File: src/m51alu_pkg.sv
`timescale 1ns / 1ps
// ----------------------------------------------------------------------------
// m51alu_pkg: shared types and constants of the 8051 byte ALU
// Operation codes, the stage record that travels down the pipeline and the
// divider split.
// ----------------------------------------------------------------------------
package m51alu_pkg;

  // Width of the divider data path (quotient bits to resolve)
  localparam int unsigned DivWidth = 8;

  // Restoring divide steps done in each divider stage
  localparam int unsigned DivStepsDefault = 2;

  // BCD adjust constants
  localparam logic [3:0] BcdMaxDigit = 4'd9;
  localparam logic [7:0] BcdLowFix   = 8'h06;
  localparam logic [7:0] BcdHighFix  = 8'h60;

  typedef enum logic [3:0] {
    OpAdd  = 4'd0,
    OpAddc = 4'd1,
    OpSubb = 4'd2,
    OpOrl  = 4'd3,
    OpAnl  = 4'd4,
    OpXrl  = 4'd5,
    OpInc  = 4'd6,
    OpDec  = 4'd7,
    OpDiv  = 4'd8,
    OpDa   = 4'd9,
    OpSwap = 4'd10,
    OpCpl  = 4'd11,
    OpClr  = 4'd12,
    OpXchd = 4'd13,
    OpCjne = 4'd14,
    OpDjnz = 4'd15
  } op_e;

  // One item in flight: finished result for the simple operations plus the
  // running divider state
  typedef struct packed {
    op_e                 op;
    logic [7:0]          acc;
    logic [7:0]          bval;
    logic                cy;
    logic                ac;
    logic                ov;
    logic                br;
    logic                div_en;
    logic [DivWidth-1:0] rem;
    logic [DivWidth-1:0] quo;
    logic [DivWidth-1:0] dvsr;
  } pipe_t;

endpackage

File: src/m51alu_front.sv
`timescale 1ns / 1ps
// ----------------------------------------------------------------------------
// m51alu_front: operation decode and the arithmetic of the simple operations
// Computes every operation except the divide loop and registers the item,
// seeding the divider state for DIV with a nonzero divisor.
// ----------------------------------------------------------------------------
module m51alu_front import m51alu_pkg::*; (
  input  logic       clk_i,
  input  logic       rst_ni,
  input  logic       in_valid_i,
  output logic       in_stall_o,
  input  logic [3:0] operation_i,
  input  logic [7:0] acc_in_i,
  input  logic [7:0] operand_in_i,
  input  logic [7:0] b_in_i,
  input  logic       carry_in_i,
  input  logic       aux_in_i,
  input  logic       ovf_in_i,
  output logic       out_valid_o,
  output pipe_t      out_data_o,
  input  logic       out_stall_i
);

  pipe_t      res_d, res_q;
  logic       valid_q;
  logic [8:0] sum9;
  logic [4:0] nib5;
  logic [8:0] da9;
  logic [7:0] da_t;
  logic       da_cy;
  logic       cin;

  assign in_stall_o = valid_q && out_stall_i;

  // Result of the item at the input
  always_comb begin
    res_d        = '0;
    res_d.op     = op_e'(operation_i);
    res_d.acc    = acc_in_i;
    res_d.bval   = operand_in_i;
    res_d.cy     = carry_in_i;
    res_d.ac     = aux_in_i;
    res_d.ov     = ovf_in_i;
    res_d.br     = 1'b0;
    res_d.div_en = 1'b0;
    res_d.rem    = '0;
    res_d.quo    = acc_in_i;
    res_d.dvsr   = b_in_i;
    sum9         = '0;
    nib5         = '0;
    da9          = '0;
    da_t         = '0;
    da_cy        = 1'b0;
    cin          = (op_e'(operation_i) == OpAdd) ? 1'b0 : carry_in_i;

    unique case (op_e'(operation_i))
      OpAdd, OpAddc: begin
        sum9      = {1'b0, acc_in_i} + {1'b0, operand_in_i} + {8'd0, cin};
        nib5      = {1'b0, acc_in_i[3:0]} + {1'b0, operand_in_i[3:0]} + {4'd0, cin};
        res_d.acc = sum9[7:0];
        res_d.cy  = sum9[8];
        res_d.ac  = nib5[4];
        res_d.ov  = (acc_in_i[7] ^ sum9[7]) & (operand_in_i[7] ^ sum9[7]);
      end
      OpSubb: begin
        // borrow out of the ninth bit
        sum9      = {1'b0, acc_in_i} - {1'b0, operand_in_i} - {8'd0, carry_in_i};
        nib5      = {1'b0, acc_in_i[3:0]} - {1'b0, operand_in_i[3:0]}
                    - {4'd0, carry_in_i};
        res_d.acc = sum9[7:0];
        res_d.cy  = sum9[8];
        res_d.ac  = nib5[4];
        res_d.ov  = (acc_in_i[7] ^ operand_in_i[7]) & (acc_in_i[7] ^ sum9[7]);
      end
      OpOrl: res_d.acc = acc_in_i | operand_in_i;
      OpAnl: res_d.acc = acc_in_i & operand_in_i;
      OpXrl: res_d.acc = acc_in_i ^ operand_in_i;
      OpInc: res_d.bval = operand_in_i + 8'd1;
      OpDec: res_d.bval = operand_in_i - 8'd1;
      OpDiv: begin
        // divide by zero leaves A and B, sets OV
        res_d.cy     = 1'b0;
        res_d.ov     = (b_in_i == 8'd0);
        res_d.bval   = b_in_i;
        res_d.div_en = (b_in_i != 8'd0);
      end
      OpDa: begin
        da_t  = acc_in_i;
        da_cy = carry_in_i;
        if (da_t[3:0] > BcdMaxDigit || aux_in_i) begin
          da9   = {1'b0, da_t} + {1'b0, BcdLowFix};
          da_cy = da_cy | da9[8];
          da_t  = da9[7:0];
        end
        if (da_t[7:4] > BcdMaxDigit || da_cy) begin
          da9   = {1'b0, da_t} + {1'b0, BcdHighFix};
          da_cy = da_cy | da9[8];
          da_t  = da9[7:0];
        end
        res_d.acc = da_t;
        res_d.cy  = da_cy;
      end
      OpSwap: res_d.acc = {acc_in_i[3:0], acc_in_i[7:4]};
      OpCpl:  res_d.acc = ~acc_in_i;
      OpClr:  res_d.acc = 8'd0;
      OpXchd: begin
        res_d.bval = {operand_in_i[7:4], acc_in_i[3:0]};
        res_d.acc  = {acc_in_i[7:4], operand_in_i[3:0]};
      end
      OpCjne: begin
        res_d.br = (acc_in_i != operand_in_i);
        res_d.cy = (acc_in_i < operand_in_i);
      end
      OpDjnz: begin
        res_d.bval = operand_in_i - 8'd1;
        res_d.br   = (operand_in_i != 8'd1);
      end
    endcase
  end

  // Stage register
  always_ff @(posedge clk_i or negedge rst_ni) begin
    if (!rst_ni) begin
      valid_q <= 1'b0;
    end else if (!in_stall_o) begin
      valid_q <= in_valid_i;
    end
  end

  always_ff @(posedge clk_i) begin
    if (!in_stall_o && in_valid_i) begin
      res_q <= res_d;
    end
  end

  assign out_valid_o = valid_q;
  assign out_data_o  = res_q;

endmodule

File: src/m51alu_div_stage.sv
`timescale 1ns / 1ps
// ----------------------------------------------------------------------------
// m51alu_div_stage: one stage of the restoring divider
// Resolves STEPS quotient bits of the item and registers it. Items that do
// not divide pass through unchanged.
// ----------------------------------------------------------------------------
module m51alu_div_stage import m51alu_pkg::*; #(
  parameter int unsigned STEPS = DivStepsDefault
) (
  input  logic  clk_i,
  input  logic  rst_ni,
  input  logic  in_valid_i,
  output logic  in_stall_o,
  input  pipe_t in_data_i,
  output logic  out_valid_o,
  output pipe_t out_data_o,
  input  logic  out_stall_i
);

  pipe_t data_d, data_q;
  logic  valid_q;

  assign in_stall_o = valid_q && out_stall_i;

  // Shift-subtract steps
  always_comb begin
    logic [DivWidth:0] rem_sh;
    logic              qbit;
    data_d = in_data_i;
    rem_sh = '0;
    qbit   = 1'b0;
    if (in_data_i.div_en) begin
      for (int k = 0; k < STEPS; k++) begin
        rem_sh = {data_d.rem, data_d.quo[DivWidth-1]};
        qbit   = (rem_sh >= {1'b0, data_d.dvsr});
        if (qbit) begin
          rem_sh = rem_sh - {1'b0, data_d.dvsr};
        end
        data_d.rem = rem_sh[DivWidth-1:0];
        data_d.quo = {data_d.quo[DivWidth-2:0], qbit};
      end
    end
  end

  // Stage register
  always_ff @(posedge clk_i or negedge rst_ni) begin
    if (!rst_ni) begin
      valid_q <= 1'b0;
    end else if (!in_stall_o) begin
      valid_q <= in_valid_i;
    end
  end

  always_ff @(posedge clk_i) begin
    if (!in_stall_o && in_valid_i) begin
      data_q <= data_d;
    end
  end

  assign out_valid_o = valid_q;
  assign out_data_o  = data_q;

endmodule

File: src/mcs51_alu.sv
`timescale 1ns / 1ps
// ----------------------------------------------------------------------------
// mcs51_alu: pipelined byte ALU of an 8051 core
// ADD/ADDC/SUBB, logic ops, INC/DEC/DJNZ, DIV, DA, SWAP, CPL, CLR, XCHD and
// CJNE with the PSW flag updates.
//
//  channel | handshake                | payload
//  --------+--------------------------+---------------------------------------
//  in      | in_valid_i / in_stall_o  | operation, acc, operand, b, cy/ac/ov
//  out     | out_valid_o / out_stall_i| acc, byte, cy/ac/ov, branch_taken
//
// One item enters per cycle while the input is not stalled; the front stage
// register is followed by the restoring divider stages, DIV_STEPS bits per stage.
// Every item, dividing or not, takes the same path, so order is kept.
// Each stage holds its item while the stage after it is full and stalled;
// empty stages keep filling, so the block takes items while a result waits.
// Reset only clears the stage valid bits.
// ----------------------------------------------------------------------------
module mcs51_alu import m51alu_pkg::*; #(
  parameter int unsigned DIV_STEPS = DivStepsDefault
) (
  input  logic       clk_i,
  input  logic       rst_ni,
  input  logic       in_valid_i,
  output logic       in_stall_o,
  input  logic [3:0] operation_i,
  input  logic [7:0] acc_in_i,
  input  logic [7:0] operand_in_i,
  input  logic [7:0] b_in_i,
  input  logic       carry_in_i,
  input  logic       aux_in_i,
  input  logic       ovf_in_i,
  output logic       out_valid_o,
  input  logic       out_stall_i,
  output logic [7:0] acc_out_o,
  output logic [7:0] byte_out_o,
  output logic       carry_out_o,
  output logic       aux_out_o,
  output logic       ovf_out_o,
  output logic       branch_taken_o
);

  localparam int unsigned NumDivStages = DivWidth / DIV_STEPS;

  logic  c_valid [NumDivStages+1];
  logic  c_stall [NumDivStages+1];
  pipe_t c_data  [NumDivStages+1];
  pipe_t last;

  // Decode and simple operations
  m51alu_front u_front (
    .clk_i        (clk_i),
    .rst_ni       (rst_ni),
    .in_valid_i   (in_valid_i),
    .in_stall_o   (in_stall_o),
    .operation_i  (operation_i),
    .acc_in_i     (acc_in_i),
    .operand_in_i (operand_in_i),
    .b_in_i       (b_in_i),
    .carry_in_i   (carry_in_i),
    .aux_in_i     (aux_in_i),
    .ovf_in_i     (ovf_in_i),
    .out_valid_o  (c_valid[0]),
    .out_data_o   (c_data[0]),
    .out_stall_i  (c_stall[0])
  );

  // Divider stages
  for (genvar g = 0; g < NumDivStages; g++) begin : g_div
    m51alu_div_stage #(
      .STEPS (DIV_STEPS)
    ) u_div (
      .clk_i       (clk_i),
      .rst_ni      (rst_ni),
      .in_valid_i  (c_valid[g]),
      .in_stall_o  (c_stall[g]),
      .in_data_i   (c_data[g]),
      .out_valid_o (c_valid[g+1]),
      .out_data_o  (c_data[g+1]),
      .out_stall_i (c_stall[g+1])
    );
  end

  assign c_stall[NumDivStages] = out_stall_i;
  assign last                  = c_data[NumDivStages];

  // Result select: quotient and remainder for a real divide
  assign out_valid_o    = c_valid[NumDivStages];
  assign acc_out_o      = last.div_en ? last.quo : last.acc;
  assign byte_out_o     = last.div_en ? last.rem : last.bval;
  assign carry_out_o    = last.cy;
  assign aux_out_o      = last.ac;
  assign ovf_out_o      = last.ov;
  assign branch_taken_o = last.br;

  // Checks
  a_div_rem_below_divisor: assert property (@(posedge clk_i) disable iff (!rst_ni)
    out_valid_o && last.div_en |-> last.rem < last.dvsr)
    else $error("divide remainder not below divisor");

  a_div_clears_carry: assert property (@(posedge clk_i) disable iff (!rst_ni)
    out_valid_o && last.op == OpDiv |-> !carry_out_o && (ovf_out_o == !last.div_en))
    else $error("divide flags wrong");

  a_branch_only_cjne_djnz: assert property (@(posedge clk_i) disable iff (!rst_ni)
    out_valid_o && branch_taken_o |-> last.op == OpCjne || last.op == OpDjnz)
    else $error("branch flag on non-branch operation");

  a_empty_front_takes: assert property (@(posedge clk_i) disable iff (!rst_ni)
    !c_valid[0] |-> !in_stall_o)
    else $error("input stalled with empty first stage");

endmodule

File: config.mk
export PLATFORM = sky130hd
export DESIGN_NAME = mcs51_alu
export DESIGN_NICKNAME = d
export VERILOG_FILES = /design/src/m51alu_pkg.sv /design/src/m51alu_front.sv /design/src/m51alu_div_stage.sv /design/src/mcs51_alu.sv
export SDC_FILE = /design/constraint.sdc
export NUM_CORES = 1
export LEC_CHECK = 0
export ABC_AREA = 1
export BUFFER_PORTS_ARGS = -buffer_cell sky130_fd_sc_hd__buf_2
export CAP_MARGIN = 30
export CELL_PAD_IN_SITES_DETAIL_PLACEMENT = 1
export CELL_PAD_IN_SITES_GLOBAL_PLACEMENT = 1
export CORE_ASPECT_RATIO = 0.7
export CORE_MARGIN = 4
export CORE_UTILIZATION = 30
export DETAILED_ROUTE_END_ITERATION = 7
export PLACE_DENSITY_LB_ADDON = 0.1
export SLEW_MARGIN = 20
export SYNTH_ARGS = -nofsm -noshare
export SYNTH_HDL_FRONTEND = slang
export SYNTH_SLANG_ARGS = --single-unit
File: constraint.sdc
create_clock -name clk_i -period 2.8 [get_ports clk_i]
set_input_delay 0.28 -clock clk_i [delete_from_list [all_inputs] [get_ports clk_i]]
set_output_delay 0.28 -clock clk_i [all_outputs]
set_load 0.02 [all_outputs]
After elaboration in Yosys (flattened, before gate mapping). Index checks and enable logic that the tools add are counted.

Add/sub/neg operators: 20. Order comparisons: 11. Eq/ne operators: 17. Multiplexer cells: 31. Bitwise logic cells: 12. Reductions and logical operators: 22.

Operator list (count): 8-bit two-way mux (18); 8-bit case mux with 10 select lines (1); 9-bit by 8-bit >= comparator with 1-bit output (7); 8-bit subtractor (7); 16-bit two-way mux (3); 4-bit equality test (second input constant) (8); 8-bit case mux with 4 select lines (1); 4-bit by 3-bit equality test with 1-bit output (second input constant) (4); 1-bit logical AND (10); 8-bit by 3-bit adder with 9-bit output (second input constant) (1); 8-bit by 7-bit adder with 9-bit output (second input constant) (1); 8-bit by 8-bit adder with 9-bit output (1); 9-bit by 1-bit adder with 9-bit output (1); 8-bit by 8-bit subtractor with 9-bit output (1); 9-bit by 1-bit subtractor with 9-bit output (1); 8-bit by 1-bit adder with 8-bit output (second input constant) (1); 8-bit AND (1); 4-bit by 2-bit equality test with 1-bit output (second input constant) (2); 1-bit by 8-bit >= comparator with 1-bit output (1); 4-bit greater-than comparator (second input constant) (2); 8-bit logical NOT (1); 8-bit < comparator (1); 8-bit by 1-bit != test with 1-bit output (second input constant) (1); 8-bit != test (1); other kinds (22) (37).

Register bits after elaboration: 214. Bits of input ports: 35. Output and inout bits: 22.

Longest topological paths before layout.
Word-level depth: 8. Mapped depth: 23. Mapped depth without buffers: 23.

Hierarchy. A second synthesis with hierarchy kept.

Cells, all modules: 1719. Area total of the unflattened synthesis: 15439.8 µm².

Modules (own cells, without submodules): m51alu_div_stage (g_div[1].u_div ...) (times used 2, cells each 283, area an instance 2807.7 µm²); m51alu_front (times used 1, cells each 532, area an instance 4003.8 µm²); m51alu_div_stage (g_div[0].u_div) (times used 1, cells each 283, area an instance 2797.7 µm²); m51alu_div_stage (g_div[3].u_div) (times used 1, cells each 286, area an instance 2778.9 µm²); mcs51_alu (times used 1, cells each 52, area an instance 244.0 µm²).

Worst setup path before layout. OpenSTA, ideal clock, no wires.

Path kind: register -> register. From: register g_div[3].u_div.valid_q. To: register g_div[0].u_div.data_q, in the netlist g_div[0].u_div.out_data_o[0] (enable). Setup time: 0.448 ns. Arrival: 2.720 ns. Data required time: 2.352 ns. Slack: -0.368 ns. Cell stages (with the launch flop): 8. Buffers on the path: 0. Clock period less this slack: 3.168 ns. Path through: dfrtp_1 nand2_1 nor2_1 inv_1 nor2_1 inv_1 nor2_1 nor2_1.

Word-level cells in the longest chain between the ends: 6.

Ends and longest elaborated chain: start: declaration (line m51alu_div_stage.sv:21) `logic valid_q;`; start signal: assignment (line m51alu_div_stage.sv:50) `valid_q <= in_valid_i;`; 1-bit logical AND (4 in series) (line m51alu_div_stage.sv:23) `assign in_stall_o = valid_q && out_stall_i;`; 1-bit logical NOT; 1-bit logical AND (line m51alu_div_stage.sv:55) `if (!in_stall_o && in_valid_i) begin`; end signal: assignment (line m51alu_div_stage.sv:56) `data_q <= data_d;`; end: declaration (line m51alu_div_stage.sv:20) `pipe_t data_d, data_q;`.

No other way between the ends. A chain may end at the register's enable or synchronous reset.

==> results.py <==
metrics = {
    "global_route": {
        "grt_max_degree": 46,
        "grt_remaining_overflow": 0,
        "busiest_layer": "met1",
        "met1_usage_pct": 30.55,
        "antenna_found_initial": 2,
        "grt_pass1_wl_mm": 74.18,
        "grt_pass1_vias": 12760,
        "use_met3_pct": 3.611,
        "grtUsageMet2_pct": 26.61,
        "grtUsageTotal_pct": 18.89,
    },
    "placed_design": {
        "gp_congestion": 0.9487,
        "hpwl_mm": 37.58,
        "portBuffers": 56,
    },
    "power": {
        "fin_total_pwr_mw": 23.22,
        "power_density_nw_per_um2": 1142,
        "ir_worst_vdd_uv": 557.3,
        "switching_share_pct": 40.70,
        "power_frac_clock_pct": 13.3,
        "p_seq_share_pct": 21.6,
        "p_comb_share_pct": 65.1,
        "internal-power_mw": 13.77,
        "p_sw_mw": 9.451,
        "p_leak_nw": 8.972,
    },
    "clocking": {
        "htreeDepth": 1,
        "cts_buffer_depth": 3,
        "clock-sinks": 214,
        "numCtsBuffers": 23,
        "cts_root_buf": "clkbuf_16",
        "path_clk_slew_ns": 0.06,
        "clock_latency_ns": 0.54,
        "cts_tree": "built",
    },
    "hold_path": {
        "whs_path_depth": 3,
        "worstHoldPathType": "input pin to register",
    },
    "timing": {
        "clock.fmax_mhz": 315.4,
        "setup_viol": 36,
        "rsz0062_at_grt": "true",
        "drv_slew": 0,
        "tightestPinTransition_ns": 0.7347,
        "post-route-min-period_ns": 3.171,
        "post-route-period-util_pct": 113.2,
        "hold_viol": 0,
        "worst_slack_ns": -0.3706,
        "relSlewSlack_pct": 51.02,
        "fin_skew_ns": 0.02777,
    },
    "logic_synthesis": {
        "synth_cell_type_count": 55,
        "ys_async_sr_fraction_pct": 2.336,
        "synth_edf_count": 209,
        "synth_seq_cells": 214,
        "ys_warn_count": 0,
        "syn-cell-area_sq_um": 13640,
        "synth_area_per_cell_sq_um": 8.947,
        "yosysSeqAreaShare_pct": 46.91,
        "synth.net_count": 1672,
        "synthCells": 1525,
        "synthFlopType": "edfxtp_1",
    },
    "detailed_routing": {
        "ant_nets": 0,
        "drtPass1Iterations": 5,
        "wl_mm": 48.41,
        "viasPerCell": 4.732,
        "num_vias": 12400,
        "drtIter0Drc": 784,
        "wl_per_cell_um": 18.48,
        "drt_drc_violations_left": 0,
    },
    "cells_and_area": {
        "n_antenna_cell": 0,
        "fillCellCount": 5175,
        "area_growth_pct": 49.00,
        "nNetsFinal": 2147,
        "post-route-util_pct": 45.20,
        "most-common-layout-cells": "buf_4, nand2_1, edfxtp_1, inv_1, nor2_1",
        "layout_commonest_cell": "buf_4",
        "drive_gt1_share_pct": 43.13,
    },
    "worst_setup_path": {
        "crit_path_end_kind": "register",
        "crit_path_top_delay_cell": "edfxtp_1",
        "crit_top_cell": "nand2_2",
        "rr_endpoint": "g_div[2].u_div.out_data_o[18]$_DFFE_PP_",
        "r2r-start": "g_div[1].u_div.out_data_o[4]$_DFFE_PP_",
        "path_max_fanout": 8,
        "worstSetupStartpoint": "g_div[1].u_div.out_data_o[4]$_DFFE_PP_",
        "cp.required_ns": 3.09,
        "reg2reg_slack_ns": -0.37,
        "start_kind": "register",
        "cpPeakStageDelay_ns": 0.41,
        "path_buf_inv": 7,
        "path_class": "register to register",
        "worst-path-stages": 21,
        "crit_end": "g_div[2].u_div.out_data_o[18]$_DFFE_PP_",
        "cp_cell_sequence": "inv_2, ha_4, nand2_4, inv_2, nand2_2, nand2_2, nand2_2, nand4_4, buf_12, buf_16, o21ai_4, inv_2, ha_4, buf_4, a31oi_4, nand2_2, nor2_4, buf_12, nand3_2, nand3_1, nand2_1",
        "cp.arrival_ns": 3.46,
        "critical-path-top-delay-family": "simple AND/OR/NAND/NOR gates",
        "r2r_cells": 21,
    },
    "outcome": {
        "violations": "negative setup slack",
        "status": "finished with violations",
    },
    "die": {
        "rows": 65,
        "ios": 57,
        "die_area_sq_um": 49010,
        "die_h_um": 186.4,
        "core_area_sq_um": 44970,
        "initial_utilization_pct": 30.34,
        "dieWidth_um": 262.9,
    },
    "job": {
        "maxCapViolations": 0,
    },
}
state kept, by name, indices dropped and copies added, names as in the netlist:
register,flops
g_div.u_div.out_data_o,172
u_front.out_valid_o,1
u_front.out_data_o,37
g_div.u_div.out_valid_o,4
worst min path at each step:
stage / slack (ns) / from / endpoint
5_1_grt: 0.07 / ovf_in_i / u_front.out_data_o[26]$_DFFE_PP_
3_3_place_gp: 0.1 / rst_ni / g_div[3].u_div.out_valid_o$_DFFE_PN0N_
6_report: 0.08 / ovf_in_i / u_front.out_data_o[26]$_DFFE_PP_
3_5_place_dp: 0.11 / rst_ni / g_div[2].u_div.out_valid_o$_DFFE_PN0N_
4_1_cts: 0.05 / ovf_in_i / u_front.out_data_o[26]$_DFFE_PP_
2_1_floorplan: -0.02 / rst_ni / g_div[0].u_div.out_valid_o$_DFFE_PN0N_
logic make-up after synthesis:
group,Yosys count,share of synthesized area [%]
and+or+nand+nor,676,22.26
buffers and inverters,259,7.391
AOI/OAI and AO/OA,214,9.060
muxes,16,1.320
DFF,214,46.91
adders and majority gates,112,10.88
xor gates and xnor gates,34,2.182
per-layer routing:
layer,vias to the layer above,wire [um]
met5,-,0
met4,0,437
met2,228,19750
met1,6015,25680
li1,6120,-
met3,35,2535
through the flow:
step / setup slack [ns] / cells / hold slack, ns / area [sq um] / setup TNS, ns
global placement: -0.5319 / 2449 / 0.09914 / 17310 / -11.96
global route: -0.5281 / 2620 / 0.07004 / 20330 / -15.09
finish: -0.3706 / 2620 / 0.08438 / 20330 / -8.934
floorplan: -0.1108 / 1525 / -0.01559 / 14230 / -0.8504
CTS: -0.2729 / 2591 / 0.05404 / 19640 / -7.174
detailed placement: -0.6095 / 2449 / 0.1112 / 17310 / -14.03
power groups by stage:
stage                     clock [mW]  sequential (mW)  combinational [mW]
after floorplan                    0             4.96                6.56
after global routing            3.33             5.10                16.4
after CTS                       3.20             5.03                13.4
after detailed placement           0             5.09                11.2
final                           3.09             5.01                15.1
after global placement             0             5.05                11.1
worst register-to-register path, cell delays in order, from the launching register on:
cell and delay (ns):
edfxtp_1 0.41, inv_2 0.11, ha_4 0.23, nand2_4 0.09
inv_2 0.04, nand2_2 0.06, nand2_2 0.06, nand2_2 0.07
nand4_4 0.13, buf_12 0.17, buf_16 0.14, o21ai_4 0.16
inv_2 0.07, ha_4 0.27, buf_4 0.15, a31oi_4 0.15
nand2_2 0.11, nor2_4 0.14, buf_12 0.15, nand3_2 0.07
nand3_1 0.09, nand2_1 0.06
cells in the mapped netlist, types with 11 or more instances:
| cell | n | area (sq um) |
|---|---|---|
| a21oi_1 | 64 | 320.3 |
| edfxtp_1 | 209 | 6276 |
| fa_1 | 11 | 220.2 |
| ha_1 | 101 | 1264 |
| inv_1 | 229 | 859.6 |
| mux2_2 | 16 | 180.2 |
| nand2_1 | 367 | 1378 |
| nand2_2 | 19 | 118.9 |
| nand3_1 | 99 | 495.5 |
| nand4_1 | 30 | 187.7 |
| nor2_1 | 109 | 409.1 |
| nor3_1 | 15 | 75.07 |
| o21ai_0 | 71 | 355.3 |
| o21ai_1 | 15 | 75.07 |
| o22ai_1 | 13 | 81.33 |
| xnor2_1 | 18 | 157.7 |
| xor2_1 | 16 | 140.1 |
what timing repair did:
| item | in CTS | in global routing |
|---|---|---|
| pin swaps | 116 | 97 |
| cloned | 4 | 0 |
| hold buffers | 11 | 0 |
| endpoints found under the setup margin | 36 | 36 |
| hold endpoints to repair | 15 | 0 |
| setup buffers | 86 | 31 |
| gates resized for setup | 212 | 96 |
final cells by class:
class,count,area [sq um],area share (%)
clock inverters,10,138.9,0.6832
repair buffers,468,3588,17.65
flip-flops and latches,214,6401,31.49
multi-input cells,1054,7910,38.91
inverters,239,917.1,4.511
clock buffers,32,619.3,3.047
well taps,603,754.5,3.711
No activity file was read; power rests on OpenSTA's default activity.
